`src/hw/rtl/dttf_pkg.sv`:
```
// ----------------------------------------------------------------------------
// dttf_pkg: shared types and constants for the decimal text parser
// Character codes, field widths, controller/datapath command and status
// structs, and the power-of-ten divisor table.
// ----------------------------------------------------------------------------
package dttf_pkg;

	localparam int BYTE_W   = 8;
	localparam int VALUE_W  = 48;
	localparam int FCNT_W   = 4;
	localparam int POW10_W  = 50;

	localparam int MAX_FRACTION_DIGITS_DEF = 9;
	localparam int FRACTION_BITS_DEF       = 16;

	localparam logic [BYTE_W-1:0] CHAR_NUL   = 8'h00;
	localparam logic [BYTE_W-1:0] CHAR_0     = 8'h30;
	localparam logic [BYTE_W-1:0] CHAR_9     = 8'h39;
	localparam logic [BYTE_W-1:0] CHAR_POINT = 8'h2E;
	localparam logic [BYTE_W-1:0] CHAR_MINUS = 8'h2D;
	localparam logic [BYTE_W-1:0] CHAR_PLUS  = 8'h2B;

	localparam logic [VALUE_W-1:0] MANT_MAX  = {VALUE_W{1'b1}};
	localparam logic [VALUE_W-1:0] LIMIT_POS = {1'b0, {(VALUE_W-1){1'b1}}};
	localparam logic [VALUE_W-1:0] LIMIT_NEG = {1'b1, {(VALUE_W-1){1'b0}}};

	typedef struct packed {
		logic [BYTE_W-1:0] text_byte;
	} in_beat_t;

	typedef struct packed {
		logic signed [VALUE_W-1:0] value;
		logic                      saturated;
	} out_beat_t;

	// controller -> datapath
	typedef struct packed {
		logic clear;       // drop the scanned number
		logic add_digit;   // fold the current digit into the mantissa
		logic count_frac;  // advance the fraction digit count
		logic set_neg;     // mark the number negative
		logic div_load;    // copy the scanned number into the divider
		logic div_step;    // advance the divider by one quotient bit
		logic out_load;    // move the finished quotient into the output register
	} cmd_t;

	// datapath -> controller
	typedef struct packed {
		logic is_nul;
		logic is_digit;
		logic is_minus;
		logic is_plus;
		logic is_point;
		logic frac_full;
		logic div_last;
		logic out_free;
	} sts_t;

	function automatic logic [POW10_W-1:0] pow10(input logic [FCNT_W-1:0] n);
		logic [POW10_W-1:0] p;
		case (n)
			4'd0:    p = 50'd1;
			4'd1:    p = 50'd10;
			4'd2:    p = 50'd100;
			4'd3:    p = 50'd1000;
			4'd4:    p = 50'd10000;
			4'd5:    p = 50'd100000;
			4'd6:    p = 50'd1000000;
			4'd7:    p = 50'd10000000;
			4'd8:    p = 50'd100000000;
			4'd9:    p = 50'd1000000000;
			4'd10:   p = 50'd10000000000;
			4'd11:   p = 50'd100000000000;
			4'd12:   p = 50'd1000000000000;
			4'd13:   p = 50'd10000000000000;
			4'd14:   p = 50'd100000000000000;
			4'd15:   p = 50'd1000000000000000;
			default: p = 50'd1;
		endcase
		return p;
	endfunction

endpackage

```
`src/hw/rtl/dttf_stream_if.sv`:
```
// ----------------------------------------------------------------------------
// dttf_stream_if: valid/ready channel
// One beat moves at a rising edge where valid and ready are both high.
// ----------------------------------------------------------------------------
interface dttf_stream_if #(
	parameter type payload_t = logic
);
	logic     valid;
	logic     ready;
	payload_t data;

	modport source (output valid, output data, input ready);
	modport sink (input valid, input data, output ready);
endinterface

```
`src/hw/rtl/dttf_ctrl.sv`:
```
// ----------------------------------------------------------------------------
// dttf_ctrl: scan and divide sequencer
// Tracks the syntax phase of the string and steps the divider at the end.
// ----------------------------------------------------------------------------
module dttf_ctrl (
	input  logic             clk,
	input  logic             arst_n,
	input  logic             in_valid,
	output logic             in_ready,
	input  dttf_pkg::sts_t   sts,
	output dttf_pkg::cmd_t   cmd
);

	typedef enum logic [2:0] {
		S_SKIP,
		S_MINUS,
		S_PLUS,
		S_INT,
		S_FRAC,
		S_DONE,
		S_DIV,
		S_OUT
	} state_t;

	state_t state_q;
	state_t state_d;
	logic   accept;

	assign in_ready = (state_q != S_DIV) && (state_q != S_OUT);
	assign accept   = in_valid && in_ready;

	always_comb begin
		cmd     = '0;
		state_d = state_q;
		case (state_q)
			S_DIV: begin
				cmd.div_step = 1'b1;
				if (sts.div_last) begin
					state_d = S_OUT;
				end
			end
			S_OUT: begin
				if (sts.out_free) begin
					cmd.out_load = 1'b1;
					state_d      = S_SKIP;
				end
			end
			default: begin
				if (accept) begin
					if (sts.is_nul) begin
						cmd.div_load = 1'b1;
						cmd.clear    = 1'b1;
						state_d      = S_DIV;
					end else begin
						case (state_q)
							S_SKIP: begin
								if (sts.is_minus) begin
									cmd.set_neg = 1'b1;
									state_d     = S_MINUS;
								end else if (sts.is_plus) begin
									state_d = S_PLUS;
								end else if (sts.is_point) begin
									state_d = S_FRAC;
								end else if (sts.is_digit) begin
									cmd.add_digit = 1'b1;
									state_d       = S_INT;
								end
							end
							S_MINUS, S_PLUS, S_INT: begin
								if (state_q == S_MINUS && sts.is_plus) begin
									state_d = S_PLUS;
								end else if (sts.is_point) begin
									state_d = S_FRAC;
								end else if (sts.is_digit) begin
									cmd.add_digit = 1'b1;
									state_d       = S_INT;
								end else begin
									state_d = S_DONE;
								end
							end
							S_FRAC: begin
								if (sts.is_digit) begin
									// drop digits past the cap, stay in the fraction
									if (!sts.frac_full) begin
										cmd.add_digit  = 1'b1;
										cmd.count_frac = 1'b1;
									end
								end else begin
									state_d = S_DONE;
								end
							end
							default: begin
								state_d = S_DONE;
							end
						endcase
					end
				end
			end
		endcase
	end

	always_ff @(posedge clk or negedge arst_n) begin
		if (!arst_n) begin
			state_q <= S_SKIP;
		end else begin
			state_q <= state_d;
		end
	end

endmodule

```
`src/hw/rtl/dttf_dp.sv`:
```
// ----------------------------------------------------------------------------
// dttf_dp: mantissa accumulator, restoring divider and output register
// Builds the decimal mantissa, divides mantissa * 2^FRACTION_BITS by the
// power of ten one quotient bit per cycle, then clamps, negates and holds
// the result for the receiver.
// ----------------------------------------------------------------------------
module dttf_dp #(
	parameter int MAX_FRACTION_DIGITS = dttf_pkg::MAX_FRACTION_DIGITS_DEF,
	parameter int FRACTION_BITS       = dttf_pkg::FRACTION_BITS_DEF
) (
	input  logic                               clk,
	input  logic                               arst_n,
	input  logic [dttf_pkg::BYTE_W-1:0]        in_byte,
	input  dttf_pkg::cmd_t                     cmd,
	output dttf_pkg::sts_t                     sts,
	dttf_stream_if.source                      result
);

	localparam int VW  = dttf_pkg::VALUE_W;
	localparam int PW  = dttf_pkg::POW10_W;
	localparam int FW  = dttf_pkg::FCNT_W;
	localparam int DW  = VW + FRACTION_BITS;
	localparam int CW  = $clog2(DW);
	localparam int AW  = VW + 4;

	// scan state
	logic [VW-1:0] mant_q;
	logic [FW-1:0] fcnt_q;
	logic          neg_q;
	logic          ovf_q;

	// divider state
	logic [DW-1:0] dq_q;
	logic [PW-1:0] rem_q;
	logic [PW-1:0] div_q;
	logic          dneg_q;
	logic          dovf_q;
	logic [CW-1:0] cnt_q;

	// output register
	logic                  out_valid_q;
	dttf_pkg::out_beat_t   out_q;

	logic [3:0]    digit;
	logic [AW-1:0] acc;
	logic [PW:0]   trial;
	logic [PW:0]   diff;
	logic          ge;
	logic [VW-1:0] lim;
	logic          clamp;
	logic [VW-1:0] mag;

	assign digit = in_byte[3:0] - dttf_pkg::CHAR_0[3:0];
	assign acc   = (AW'(mant_q) << 3) + (AW'(mant_q) << 1) + AW'(digit);

	assign trial = {rem_q, dq_q[DW-1]};
	assign diff  = trial - {1'b0, div_q};
	assign ge    = (trial >= {1'b0, div_q});

	assign lim   = dneg_q ? dttf_pkg::LIMIT_NEG : dttf_pkg::LIMIT_POS;
	assign clamp = (dq_q > DW'(lim));
	assign mag   = clamp ? lim : dq_q[VW-1:0];

	always_comb begin
		sts           = '0;
		sts.is_nul    = (in_byte == dttf_pkg::CHAR_NUL);
		sts.is_digit  = (in_byte >= dttf_pkg::CHAR_0) && (in_byte <= dttf_pkg::CHAR_9);
		sts.is_minus  = (in_byte == dttf_pkg::CHAR_MINUS);
		sts.is_plus   = (in_byte == dttf_pkg::CHAR_PLUS);
		sts.is_point  = (in_byte == dttf_pkg::CHAR_POINT);
		sts.frac_full = (fcnt_q >= FW'(MAX_FRACTION_DIGITS));
		sts.div_last  = (cnt_q == CW'(DW - 1));
		sts.out_free  = !out_valid_q || result.ready;
	end

	always_ff @(posedge clk or negedge arst_n) begin
		if (!arst_n) begin
			mant_q <= '0;
			fcnt_q <= '0;
			neg_q  <= 1'b0;
			ovf_q  <= 1'b0;
		end else begin
			if (cmd.clear) begin
				mant_q <= '0;
				fcnt_q <= '0;
				neg_q  <= 1'b0;
				ovf_q  <= 1'b0;
			end else begin
				if (cmd.add_digit) begin
					// saturate the mantissa when ten times it plus the digit overflows
					if (acc > AW'(dttf_pkg::MANT_MAX)) begin
						mant_q <= dttf_pkg::MANT_MAX;
						ovf_q  <= 1'b1;
					end else begin
						mant_q <= acc[VW-1:0];
					end
				end
				if (cmd.count_frac) begin
					fcnt_q <= fcnt_q + FW'(1);
				end
				if (cmd.set_neg) begin
					neg_q <= 1'b1;
				end
			end
		end
	end

	always_ff @(posedge clk) begin
		if (cmd.div_load) begin
			dq_q   <= DW'(mant_q) << FRACTION_BITS;
			rem_q  <= '0;
			div_q  <= dttf_pkg::pow10(fcnt_q);
			dneg_q <= neg_q;
			dovf_q <= ovf_q;
			cnt_q  <= '0;
		end else if (cmd.div_step) begin
			dq_q  <= {dq_q[DW-2:0], ge};
			rem_q <= ge ? diff[PW-1:0] : trial[PW-1:0];
			cnt_q <= cnt_q + CW'(1);
		end
	end

	always_ff @(posedge clk or negedge arst_n) begin
		if (!arst_n) begin
			out_valid_q <= 1'b0;
		end else if (cmd.out_load) begin
			out_valid_q <= 1'b1;
		end else if (result.ready) begin
			out_valid_q <= 1'b0;
		end
	end

	always_ff @(posedge clk) begin
		if (cmd.out_load) begin
			out_q.value     <= dneg_q ? (VW'(0) - mag) : mag;
			out_q.saturated <= dovf_q || clamp;
		end
	end

	assign result.valid = out_valid_q;
	assign result.data  = out_q;

endmodule

```
`src/hw/rtl/decimal_text_to_fixed_point.sv`:
```
// ----------------------------------------------------------------------------
// decimal_text_to_fixed_point: decimal string to signed fixed point
// Scans an ASCII string beat by beat and emits the parsed number with
// FRACTION_BITS fraction bits when the terminating zero byte arrives.
// ----------------------------------------------------------------------------
// Channels: text carries one character per beat (text_byte); a zero byte
// ends the string. result carries one beat per string: value (48-bit two's
// complement, FRACTION_BITS fraction bits, truncated toward zero) and
// saturated (mantissa overflow or result clamped to the 48-bit range).
// Throughput: ordinary characters are taken one per cycle. The terminator
// starts a restoring divide of mantissa * 2^FRACTION_BITS by ten to the
// fraction digit count, one quotient bit per cycle; text stalls from the
// terminator until the quotient is loaded into the output register.
// Stall: the result sits in an output register; while it waits, the next
// string is scanned. A finished divide holds until the register is free.
// Reset: arst_n clears the scan state and the output valid at once; the
// block is ready for text on the first cycle after reset.
// ----------------------------------------------------------------------------
module decimal_text_to_fixed_point #(
	parameter int MAX_FRACTION_DIGITS = dttf_pkg::MAX_FRACTION_DIGITS_DEF,
	parameter int FRACTION_BITS       = dttf_pkg::FRACTION_BITS_DEF
) (
	input  logic          clk,
	input  logic          arst_n,
	dttf_stream_if.sink   text,
	dttf_stream_if.source result
);

	dttf_pkg::cmd_t cmd;
	dttf_pkg::sts_t sts;
	logic           in_ready;

	// hand the text ready straight from the sequencer
	assign text.ready = in_ready;

	dttf_ctrl u_ctrl (
		.clk      (clk),
		.arst_n   (arst_n),
		.in_valid (text.valid),
		.in_ready (in_ready),
		.sts      (sts),
		.cmd      (cmd)
	);

	dttf_dp #(
		.MAX_FRACTION_DIGITS (MAX_FRACTION_DIGITS),
		.FRACTION_BITS       (FRACTION_BITS)
	) u_dp (
		.clk     (clk),
		.arst_n  (arst_n),
		.in_byte (text.data.text_byte),
		.cmd     (cmd),
		.sts     (sts),
		.result  (result)
	);

endmodule

```
`src/flat_wrapper.sv`:
```
// flat-port wrapper written by rule: the top's interface ports become plain ports
module decimal_text_to_fixed_point_flat import dttf_pkg::*;
#(
	parameter int MAX_FRACTION_DIGITS = dttf_pkg::MAX_FRACTION_DIGITS_DEF,
	parameter int FRACTION_BITS       = dttf_pkg::FRACTION_BITS_DEF
)
  (clk, arst_n, text_valid, text_data, text_ready, result_valid, result_data, result_ready);
  dttf_stream_if #(.payload_t(in_beat_t)) text_i ();
  dttf_stream_if #(.payload_t(out_beat_t)) result_i ();
  input  logic clk;
  input  logic arst_n;
  input wire logic [$bits(text_i.valid)-1:0] text_valid;
  input wire logic [$bits(text_i.data)-1:0] text_data;
  output wire logic [$bits(text_i.ready)-1:0] text_ready;
  output wire logic [$bits(result_i.valid)-1:0] result_valid;
  output wire logic [$bits(result_i.data)-1:0] result_data;
  input wire logic [$bits(result_i.ready)-1:0] result_ready;
  assign text_i.valid = text_valid;
  assign text_i.data = text_data;
  assign text_ready = text_i.ready;
  assign result_valid = result_i.valid;
  assign result_data = result_i.data;
  assign result_i.ready = result_ready;
  decimal_text_to_fixed_point #(.MAX_FRACTION_DIGITS(MAX_FRACTION_DIGITS), .FRACTION_BITS(FRACTION_BITS)) u_core (.clk(clk), .arst_n(arst_n), .text(text_i), .result(result_i));
endmodule
```
`config.mk`:
```
export PLATFORM = sky130hd
export DESIGN_NAME = decimal_text_to_fixed_point_flat
export DESIGN_NICKNAME = d
export VERILOG_FILES = /design/src/hw/rtl/dttf_pkg.sv /design/src/hw/rtl/dttf_stream_if.sv /design/src/hw/rtl/dttf_ctrl.sv /design/src/hw/rtl/dttf_dp.sv /design/src/hw/rtl/decimal_text_to_fixed_point.sv /design/src/flat_wrapper.sv
export SDC_FILE = /design/constraint.sdc
export NUM_CORES = 1
export LEC_CHECK = 0
export ABC_AREA = 0
export BUFFER_PORTS_ARGS = -buffer_cell sky130_fd_sc_hd__buf_2
export CELL_PAD_IN_SITES_DETAIL_PLACEMENT = 0
export CELL_PAD_IN_SITES_GLOBAL_PLACEMENT = 2
export CORE_MARGIN = 1.5
export CORE_UTILIZATION = 44
export CTS_CLUSTER_DIAMETER = 40
export DETAILED_ROUTE_END_ITERATION = 8
export PLACE_DENSITY = 0.88
export SLEW_MARGIN = 10
export SYNTH_ARGS = -nofsm -noshare
export SYNTH_HDL_FRONTEND = slang
export SYNTH_SLANG_ARGS = --single-unit
```
`constraint.sdc`:
```
create_clock -name clk -period 13.8 [get_ports clk]
set_input_delay 2.07 -clock clk [delete_from_list [all_inputs] [get_ports clk]]
set_output_delay 2.07 -clock clk [all_outputs]
set_load 0.1 [all_outputs]
```
== After elaboration in Yosys (flattened, before gate mapping) ==
Memory sizes are Yosys's and may differ from the RTL's. A register that Yosys moved wholly into a read port is not among the register bits.
Index checks and enable logic that the tools add are counted.

* Bits in registers: 279
* Bits in read-only memories: 784
* Bits of input ports: 12
* Output and inout bits: 51
* Word-level logic and storage cells: 114
* Memories kept: 1

{| class="wikitable"
|+ Memories
! name !! words !! bits a word !! read ports !! clocked after memory_dff !! write ports !! line !! source
|-
| (name not given) || 16 || 49 || 1 || 1 || 0 || dttf_pkg.sv:61 || <nowiki>case (n)</nowiki>
|}

* $add $sub $neg: 6
* Magnitude comparators: 6
* Eq/ne operators: 16
* Muxes and demuxes: 50
* Reduce and logical (&&, ||, !) cells: 20

{| class="wikitable"
|+ Operators by type and width
! operator !! count
|-
| $mux W48 || 6
|-
| $mux W64 || 2
|-
| $gt A64 B48 Y1 || 1
|-
| $add A51 B49 Y52 || 1
|-
| $add A52 B4 Y52 || 1
|-
| $gt A52 B48 Y1 const B || 1
|-
| $ge A51 B50 Y1 || 1
|-
| $mux W50 || 1
|-
| $sub A50 B50 Y50 || 1
|-
| $sub A1 B48 Y48 const A || 1
|-
| $mux W3 || 13
|-
| $eq A8 B6 Y1 const B || 3
|-
| $mux W1 || 19
|-
| $reduce_bool A2 Y1 || 6
|-
| $mux W5 || 2
|-
| $eq A3 B3 Y1 const B || 3
|-
| $pmux W3 S3 || 1
|-
| $ge A8 B6 Y1 const B || 1
|-
| $le A8 B6 Y1 const B || 1
|-
| $logic_not A8 Y1 || 1
|-
| $mux W4 || 2
|-
| $ne A8 B2 Y1 const B || 1
|-
| $add A6 B1 Y6 const B || 1
|-
| $eq A3 B2 Y1 const B || 2
|-
| 19 further kinds || 26
|}

== Longest topological paths before layout ==
Gate-level depths: netlist (run 1).

* Word-level depth: 12
* Gate-level depth with buffers: 23
* Gate-level depth less buffers: 18

== Hierarchy ==
From an unflattened synthesis (run 1), not the netlist that was laid out.

* Cells, all modules: 2280
* Area total of the unflattened synthesis: 20256.9 sq um

{| class="wikitable"
|+ Modules (own cells, without submodules)
! module !! instances !! cells each !! area each (sq um) !! sequential area each (sq um)
|-
| dttf_dp || 1 || 2219 || 19807.7 || 7081.8
|-
| dttf_ctrl || 1 || 61 || 449.2 || 75.1
|}

== Least setup slack after synthesis (run 1) ==
Ideal clock, no wire load.

* Kind: register -> register
* Start point: register u_core.u_dp.dneg_q
* End point: register u_core.u_dp.out_q, in the netlist u_core.u_dp.result.data[45] (data pin)
* Setup time: 256 ps
* Arrival time: 5695 ps
* Data required time: 13544 ps
* Setup slack: 7848 ps
* Stages on the path, launching flop included: 23
* Path buffers: 6
* Period minus slack after synthesis: 5952 ps
* Path through: edfxtp_1 -> inv_1 -> clkbuf_1 -> clkbuf_1 -> ha_1 -> nand4_1 -> or3_4 -> nor4_4 -> nand4_2 -> a21oi_4 -> o21a_2 -> buf_4 -> buf_2 -> buf_2 -> a21oi_1 -> inv_1 -> ha_1 -> clkbuf_1 -> nand2_1 -> mux2i_4 -> o21ai_1 -> o41a_1 -> o22a_1

* Cells in the longest elaborated chain, start to end: 5

{| class="wikitable"
|+ Ends and longest elaborated chain
! item !! line !! source
|-
| start: declaration || dttf_dp.sv:36 || <nowiki>logic dneg_q;</nowiki>
|-
| start signal: assignment || dttf_dp.sv:113 || <nowiki>dneg_q <= neg_q;</nowiki>
|-
| $mux W48 * || dttf_dp.sv:60 || <nowiki>assign lim = dneg_q ? dttf_pkg::LIMIT_NEG : dttf_pkg::LIMIT_POS;</nowiki>
|-
| $gt A64 B48 Y1 || dttf_dp.sv:61 || <nowiki>assign clamp = (dq_q > DW'(lim));</nowiki>
|-
| $mux W48 * || dttf_dp.sv:62 || <nowiki>assign mag = clamp ? lim : dq_q[VW-1:0];</nowiki>
|-
| net u_core.u_dp.mag[0] || dttf_dp.sv:51 || <nowiki>logic [VW-1:0] mag;</nowiki>
|-
| $sub A1 B48 Y48 * || dttf_dp.sv:135 || <nowiki>out_q.value <= dneg_q ? (VW'(0) - mag) : mag;</nowiki>
|-
| $mux W48 * || dttf_dp.sv:135 ||
|-
| end: declaration || dttf_dp.sv:42 || <nowiki>dttf_pkg::out_beat_t out_q;</nowiki>
|}

The timed path passes the listed nets; every way through them passes the cells marked *.
A chain may end at the register's enable or synchronous reset.

== Worst setup path in the final report (run 1) ==
Same ends and word-level chain as after synthesis.

==> impl_metrics.toml, run 1 <==
[die]
die-area_sq_mm = 0.0475
die_w_um = 218
die_h_um = 218
coreArea_sq_mm = 0.0455
initial_core_util_pct = 44.7
rows = 78
ioPinCount = 63

[finish]
finalNetCount = 2498
design_area_sq_mm = 0.0226
multi_input_area_sq_mm = 0.0123
regArea_sq_mm = 0.00716
fill_cells = 4298
syn_to_final_growth_pct = 11.3
drive_gt1_share_pct = 9.90
antenna_cells = 0

[clock_tree]
hold_buffers = 0
cts_sinks = 272
clkLatencyLatePin_ps = 580
cts-root-buf = "clkbuf_16"
cts_tree = "done"
path_clk_slew_ps = 50
cts.path.max_buffers = 3
cts_buffers = 49
post_cts_buffers = 0
cts_resized = 0
cts.htree.levels = 2

[setup_path]
startpoint_type = "flop"
crit_fanout = 60
critPathKind = "reg2reg"
endpoint_kind = "flop"
critPathArrivalTime_ps = 6490
reg2reg_to = "u_core.u_dp.result.data[45]"
crit_start = "u_core.u_dp.dneg_q"
rrSetupSlack_ps = 7640
timing.rr.start = "u_core.u_dp.dneg_q"
cp.required_ps = 14130
ff2ff_path_depth = 18

[yosys]
synth_cell_types = 114
synthCells = 2276
synthArstFlopShare_pct = 21.3
synth_flop_cell = "edfxtp_1"
synth_compound_area_share_pct = 26.0
synth_warnings = 0
avgSynthCellArea_sq_um = 8.93
synth_edf_count = 142
synthAdderAreaFrac_pct = 13.0
muxShareOfSynthArea_pct = 1.36
netlist_area_sq_mm = 0.0203
synth_top_family_by_area = "compound AO/OA/AOI/OAI gates"
seq_area_frac_synth_pct = 35.2
yosys.area_share.simple_pct = 16.3
synthXorXnorAreaFrac_pct = 3.45
ys_seq_elements = 272
synth_fp_nets = 2498

[global_route]
busiest_layer = "met1"
grt_use_met1_pct = 35.4
grt_start_max_net_pins = 88
grt_overflow = 0
use_met2_pct = 34.8
grt_use_total_pct = 23.4
grt_pass1_wl_um = 89400
grt_pass1_vias = 16107
antenna_found_initial = 0
grt.met3_usage_pct = 2.69

[sta]
fin_skew_ps = 15.5
worst_pin_slew_ps = 1020
grt_setup_unrepaired = "no"
setup_viol = 0
slew_headroom_pct = 31.6
slew_violations = 0
final-hold-violation-count = 0
period_needed_ps = 6160
setup_tns_ps = 0
fmax_mhz = 162
setup_ws_ps = 7640
fin_crit_sh_pct = 44.7

[routing]
drtIter0Drc = 1349
vias_per_cell = 6.02
firstDrtPassIters = 5
ant_nets = 0
drc = 0
wl_per_cell_um = 19.2
vias = 17529
routed_wl_um = 56000

[placement]
gp_congestion = 0.893
hpwl_um = 40200
io_buffers = 62
place_ws_ps = 7640
placed_area_sq_mm = 0.0210

[run_status]
status = "finished, final reports clean"

[job]
maxCapViolations = 0

[power_and_ir_drop]
finalPower_mw = 4.64
p_per_area_mw_per_mm2 = 205
leakagePower_nw = 9.43
ir_drop_mv = 0.137

[min_path]
whs_path_depth = 0
hp-start = "u_core.u_dp.ovf_q"
min_to = "u_core.u_dp.dovf_q"
hold_class = "reg2reg"
## power breakdown
group	internal, mW	total, mW	switching [mW]	leakage (nW)
sequential	1.03	1.28	0.256	2.71
clock	0.774	1.21	0.433	0.798
combinational	0.856	2.15	1.29	5.92
## placed cells by master (no fill, tap or decap), drive strengths merged, types with 9 or more instances in the layout
| cell | Yosys | routed |
|---|---|---|
| clkinv | 1 | 12 |
| dfxtp | 72 | 72 |
| buf | 40 | 80 |
| o211ai | 18 | 18 |
| nor3 | 57 | 57 |
| o21ai | 149 | 149 |
| a31oi | 62 | 62 |
| and3 | 26 | 26 |
| nor2 | 154 | 154 |
| or3 | 14 | 14 |
| nand2 | 208 | 208 |
| o21a | 25 | 25 |
| a21o | 60 | 60 |
| nand4 | 38 | 38 |
| dfrtp | 58 | 58 |
| a211oi | 29 | 29 |
| a21oi | 237 | 237 |
| inv | 93 | 103 |
| o22ai | 14 | 14 |
| nand3 | 73 | 73 |
| and2 | 9 | 9 |
| o31ai | 9 | 9 |
| clkbuf | 87 | 60 |
| a22o | 63 | 63 |
| edfxtp | 142 | 142 |
| nor4 | 28 | 28 |
| mux2i | 23 | 23 |
| xor2 | 31 | 31 |
| ha | 207 | 207 |
| nand2b | 20 | 20 |
| nor2b | 13 | 13 |
| o21bai | 13 | 13 |
| xnor2 | 49 | 49 |
## registers in the layout (all words and copies together) (netlist names)
register / flops
u_core.u_dp.neg_q: 1
u_core.u_dp.dq_q: 64
u_core.u_dp.dovf_q: 1
u_core.u_dp.mant_q: 48
u_core.u_dp.dneg_q: 1
u_core.u_dp.result.valid: 1
u_core.u_dp.fcnt_q: 4
u_core.u_ctrl.state_q: 3
u_core.u_dp.ovf_q: 1
u_core.u_dp.result.data: 49
u_core.u_dp.rem_q: 50
u_core.u_dp.div_q: 43
u_core.u_dp.cnt_q: 6
## through the flow
step	hold WS, ps	cells	util, %
floorplan	425	2276	-
global placement	436	2825	46.1
detailed placement	446	2825	46.1
CTS	477	2914	49.7
global route	501	2914	49.7
finish	471	2914	49.7
## final cells by class
class	instances	share of cell area (%)
Multi-Input combinational cell	1779	54.2
Sequential cell	272	31.7
Clock buffer	60	5.79
Tap cell	600	3.32
Timing Repair Buffer	80	1.97
Inverter	94	1.57
Clock inverter	29	1.46
## per-layer routing
layer / vias to the layer above / share of wire, %
met2: 423 / 43
met4: 0 / 2.0
met1: 8409 / 50
li1: 8618 / -
met5: - / 0
met3: 79 / 5.0
## synth_stat cells, types with 24 or more instances
master	n	area share (%)
a31oi_1	60	1.8
nor2_1	154	2.8
ha_1	207	13
nand3_1	72	1.8
nor3_1	56	1.4
o21ai_0	135	3.3
dfxtp_1	72	7.1
nand2_1	207	3.8
a211oi_1	27	1.0
and3_1	26	0.80
xor2_1	31	1.3
a21o_1	60	2.2
inv_1	91	1.7
dfrtp_1	58	7.1
nor4_1	24	0.74
clkbuf_1	85	1.6
a21oi_1	228	5.6
xnor2_1	49	2.1
edfxtp_1	142	21
nand4_1	36	1.1
a22o_1	63	2.7
## worst max path at each step
stage,endpoint,slack (ps),cells after the start
after floorplan,u_core.u_dp.result.data[45],7850,22
after global placement,u_core.u_dp.mant_q[8],7760,14
after detailed placement,u_core.u_dp.mant_q[8],7640,14
after CTS,u_core.u_dp.result.data[45],7670,18
after global routing,u_core.u_dp.result.data[35],7230,19
final,u_core.u_dp.result.data[45],7640,18
## kinds of logic after synthesis
| logic type | Yosys count |
|---|---|
| AOI/OAI and AO/OA | 786 |
| xor gates and xnor gates | 80 |
| adders and majority gates | 210 |
| buffers and inverters | 225 |
| DFF | 272 |
| muxes | 26 |
| and+or+nand+nor | 677 |
## critical path, stage by stage (launching register included)
cell and delay [ps]:
edfxtp_1 320, buf_4 470, buf_4 610, ha_1 360, nor2b_1 130, o211ai_1 160
a21oi_1 90, o311a_1 330, nor3_1 530, o21a_2 240, buf_4 420, a21oi_1 170
inv_1 80, ha_1 530, nand2_1 290, mux2i_4 320, o21ai_1 200, o41a_1 400
o22a_1 180
Note: power is estimated with default switching activity, not from simulation.
==> inputs of run 2 (changes only) <==
- CORE_UTILIZATION: 44 -> 40
- PLACE_DENSITY: 0.88 -> 0.81
- clock period: 13.8 -> 6.3 ns (I/O delays scaled with it)
==> run 2 against run 1 <==
Against the previous run: critical path type unchanged; via count rose by 0.35%; sequential share of layout area fell by 0.49 points; highest routed layer unchanged; clock-buffer cell count fell by 2; clock power rose by 140%; combinational power rose by 120%.
==> impl_metrics.toml, run 2 (synthesis results as in run 1) <==
[global_route]
grt_overflow = 0
grt_use_total_pct = 22.0
grt_pass1_vias = 16752
antenna_found_initial = 0
grt_start_max_net_pins = 85
grt_pass1_wl_um = 93100

[routing]
firstDrtPassIters = 5
vias = 17591
ant_nets = 0
vias_per_cell = 5.86
drc = 0
drtIter0Drc = 1298
routed_wl_um = 58200
wl_per_cell_um = 19.4

[sta]
setup_tns_ps = 0
period_needed_ps = 5430
fin_skew_ps = 34.4
grt_setup_unrepaired = "no"
worst_pin_slew_ps = 1070
slew_headroom_pct = 28.6
hold_slack_ps = 465
fmax_mhz = 184
setup_viol = 0
fin_crit_sh_pct = 86.3
slew_violations = 0
final-hold-violation-count = 0

[placement]
hpwl_um = 42200
dp_cells = 2905
io_buffers = 62
gp_congestion = 0.876
placed_area_sq_mm = 0.0211

[finish]
layout_commonest_cell = "a21oi_1"
finalNonFillerCells = 3003
finalNetCount = 2509
largest_reg_flops = 64
top_register = "u_core.u_dp.dq_q"
antenna_cells = 0
syn_to_final_growth_pct = 13.0
fill_cells = 4879
drive_gt1_share_pct = 10.6
final_cell_mix = "228 x a21oi_1, 207 x nand2_1, 207 x ha_1"
design_area_sq_mm = 0.0230

[setup_path]
rrSetupSlack_ps = 870
endpoint_kind = "flop"
critPathArrivalTime_ps = 5790
crit_fanout = 25
critPathKind = "reg2reg"
crit_start = "u_core.u_dp.dneg_q"
timing.rr.start = "u_core.u_dp.dneg_q"
cp.required_ps = 6650
startpoint_type = "flop"

[job]
maxCapViolations = 0

[die]
initial_core_util_pct = 40.5
die-area_sq_mm = 0.0521
die_h_um = 228
ioPinCount = 63
rows = 82
die_w_um = 228
coreArea_sq_mm = 0.0502

[clock_tree]
cts_resized = 0
path_clk_slew_ps = 50
post_cts_buffers = 0
hold_buffers = 0
cts_sinks = 272
clkLatencyLatePin_ps = 620
cts-root-buf = "clkbuf_16"
cts.htree.levels = 2
cts_buffers = 52
cts.path.max_buffers = 3
cts_tree = "done"

[run_status]
status = "finished, final reports clean"

[power_and_ir_drop]
ir_drop_mv = 0.259
switching_share_pct = 42.6
leakagePower_nw = 9.54
p_int_mw = 6.00
p_per_area_mw_per_mm2 = 455
combPwrFrac_pct = 45.4
power_frac_seq_pct = 27.0
p_switching_mw = 4.45
p_clk_share_pct = 27.6

[min_path]
hold_class = "reg2reg"
hp-start = "u_core.u_dp.ovf_q"
run 2: cell count changes in the layout (fill, tap and decap cells not counted), moves of 3 or more:
cell        before  now
buf_4           18   26
clkbuf_1         8    3
clkbuf_16       50   54
clkinv_1         2    6
clkinvlp_4       3    9
inv_6           10    3
inv_8            0    3
run 2: power groups by stage:
stage               registers (mW)  logic, mW  clock network, mW
global route                  2.88       5.33               3.01
CTS                           2.81       4.73               2.94
floorplan                     2.59       3.82                  0
global placement              2.84       4.66                  0
finish                        2.82       4.75               2.88
detailed placement            2.84       4.70                  0
run 2: critical path: stages (launching register included):
cell and delay, ps:
edfxtp_1 540, buf_4 360, ha_1 310, nor2b_1 140, o211ai_1 170, a21oi_1 90
o311a_1 330, nor3_1 600, o21a_2 470, a21oi_1 150, inv_1 80, ha_1 530
nand3_2 270, or3_1 380, o22ai_2 230, a21boi_0 280, nor2b_1 160, o32ai_1 80
run 2: path summary, 6_finish.rpt:
check / end / depth (start not counted)
setup / recovery: u_core.u_dp.result.data[35] / 17
hold / removal: u_core.u_dp.dovf_q / 0
setup reg to reg: u_core.u_dp.result.data[35] / 17
hold reg to reg: u_core.u_dp.dovf_q / 0
max in group asynchronous: u_core.u_dp.mant_q[15] / 2
min in group asynchronous: u_core.u_dp.mant_q[26] / 2
run 2: metrics by stage:
stage | setup slack, ps | utilization, % | power, mW
3_5_place_dp | 919 | 42.1 | 7.54
5_1_grt | 475 | 45.8 | 11.2
2_1_floorplan | 348 | - | 6.42
6_report | 865 | 45.8 | 10.4
3_3_place_gp | 1120 | 42.1 | 7.49
4_1_cts | 898 | 45.8 | 10.5
run 2: final cells by class:
class,count,area (sq um),area share [%]
clock buffer,58,1380,5.99
clock inverter,40,467,2.03
tap,672,841,3.66
timing repair buffer,88,505,2.20
sequential,272,7160,31.2
inverter,94,355,1.55
multi-input combinational,1779,12300,53.4
run 2: metal layers:
| layer | global-route usage (%) | part of all wire [%] |
|---|---|---|
| met1 | 32.2 | 51 |
| met3 | 3.12 | 4.3 |
| met5 | 0 | 0 |
| met2 | 33.1 | 43 |
| met4 | 7.12 | 2.5 |
==> inputs of run 3 (changes only) <==
- BUFFER_PORTS_ARGS: -buffer_cell sky130_fd_sc_hd__buf_2 -> -buffer_cell sky130_fd_sc_hd__buf_4
- CORE_UTILIZATION: 40 -> 37
- PLACE_DENSITY: 0.81 -> 0.78
- clock period: 6.3 -> 4.8 ns (I/O delays scaled with it)
==> run 3 against run 2 <==
Against the previous run: die area up 8.0%; power up 32%; first-iteration DRC count up 5.4%; largest cell class unchanged.
==> impl_metrics.toml, run 3 (synthesis results as in run 1) <==
[run_status]
status = "finished, final reports clean"

[sta]
slew_headroom_pct = 30.2
setup_tns_ps = 0
grt_setup_unrepaired = "no"
fmax_mhz = 228
fin_crit_sh_pct = 91.3
worst_pin_slew_ps = 1050
fin_skew_ps = 21.9
final-hold-violation-count = 0
period_needed_ps = 4380
setup_viol = 0
slew_violations = 0
hold_slack_ps = 222

[global_route]
grt_pass1_wl_um = 95500
grt_use_total_pct = 21.0
grt_pass1_vias = 17115
grt_start_max_net_pins = 88
antenna_found_initial = 0
grt_overflow = 0

[placement]
dp_cells = 2955
io_buffers = 62
gp_congestion = 0.877
placed_area_sq_mm = 0.0216
hpwl_um = 43400

[clock_tree]
cts.path.max_buffers = 3
path_clk_slew_ps = 60
clkLatencyLatePin_ps = 600
cts_buffers = 51
cts_sinks = 272
cts-root-buf = "clkbuf_16"
cts_tree = "done"
hold_buffers = 0
cts.htree.levels = 2

[power_and_ir_drop]
p_per_area_mw_per_mm2 = 587
ir_drop_mv = 0.376
leakagePower_nw = 9.78

[min_path]
hold_class = "in2async"

[setup_path]
crit_fanout = 22
timing.critical_path.buf_inv = 1
cp.required_ps = 5200
endpoint_kind = "flop"
critPathArrivalTime_ps = 4790
cp_top_family = "compound AO/OA/AOI/OAI gates"
critPathKind = "reg2reg"
path_cells = "fa_1 > fa_1 > a21oi_1 > o211ai_1 > nand4_1 > a21oi_1 > a311oi_4 > o211ai_2 > a31oi_1 > xnor2_1 > nor4_4 > buf_4 > a31oi_1"
cp_slowest_stage_delay_ps = 530
crit_path_top_delay_cell = "dfrtp_1"
startpoint_type = "flop"

[routing]
vias = 17719
vias_per_cell = 5.79
firstDrtPassIters = 5
drc = 0
ant_nets = 0
routed_wl_um = 59700
drtIter0Drc = 1368
wl_per_cell_um = 19.5

[die]
die-area_sq_mm = 0.0563
rows = 85
ioPinCount = 63
die_w_um = 237
coreArea_sq_mm = 0.0540
initial_core_util_pct = 37.6
die_h_um = 237

[finish]
layout_commonest_cell = "a21oi_1"
top_register = "u_core.u_dp.dq_q"
design_area_sq_mm = 0.0235
final_cell_mix = "228 x a21oi_1, 206 x nand2_1, 206 x ha_1"
drive_gt1_share_pct = 12.1
finalNonFillerCells = 3059
finalNetCount = 2542
largest_reg_flops = 64
syn_to_final_growth_pct = 15.5
antenna_cells = 0
utilization_pct = 43.4

[job]
maxCapViolations = 0
[run 3: cell count changes in the layout (fill, tap and decap cells not counted), moves of 5 or more]
| cell | change |
|---|---|
| clkbuf_1 | +5 |
| buf_4 | +93 |
| clkinvlp_4 | -5 |
| buf_2 | -62 |
[run 3: what timing repair did]
item	4_1_cts	5_1_grt
endpoints found under the setup margin	0	7
gates resized for setup	0	3
setup buffers	0	8
[run 3: layout make-up]
type,instances,area (sq um)
clock buffer,66,1440
fill,5335,30600
tap,696,871
inverter,94,355
sequential,272,7160
multi-input combinational,1779,12300
timing repair buffer,122,953
clock inverter,30,372
[run 3: path summary, 6_finish.rpt]
path	start	to	slack, ps	depth (start not counted)
worst max-delay path	u_core.u_dp.mant_q[0]	u_core.u_dp.mant_q[14]	420	13
worst min-delay path	arst_n	u_core.u_dp.mant_q[29]	220	1
worst max register to register	u_core.u_dp.mant_q[0]	u_core.u_dp.mant_q[14]	420	13
worst min register to register	u_core.u_dp.ovf_q	u_core.u_dp.dovf_q	450	0
max in group asynchronous	arst_n	u_core.u_dp.mant_q[6]	4040	1
min in group clk	text_data[0]	u_core.u_dp.mant_q[0]	430	3
[run 3: routing by layer]
layer / wire length (um) / track usage (%) / vias up
met3: 2810 / 2.51 / 86
met4: 1330 / 6.37 / 0
met2: 25300 / 31.6 / 412
li1: - / - / 8727
met5: 0 / 0 / -
met1: 30300 / 31.4 / 8494
[run 3: where the power goes]
group          internal (mW)  switching [mW]  leakage, nW
clock                   2.45            1.29        0.873
sequential              2.96           0.735         2.71
combinational           2.55            3.80         6.20
total                   7.95            5.83         9.78
[run 3: metrics by stage]
| stage | worst slack, ps | power, mW |
|---|---|---|
| floorplan | -498 | 8.42 |
| global placement | 256 | 9.93 |
| detailed placement | 161 | 10.0 |
| CTS | 195 | 13.8 |
| global route | 50.3 | 14.8 |
| finish | 418 | 13.8 |
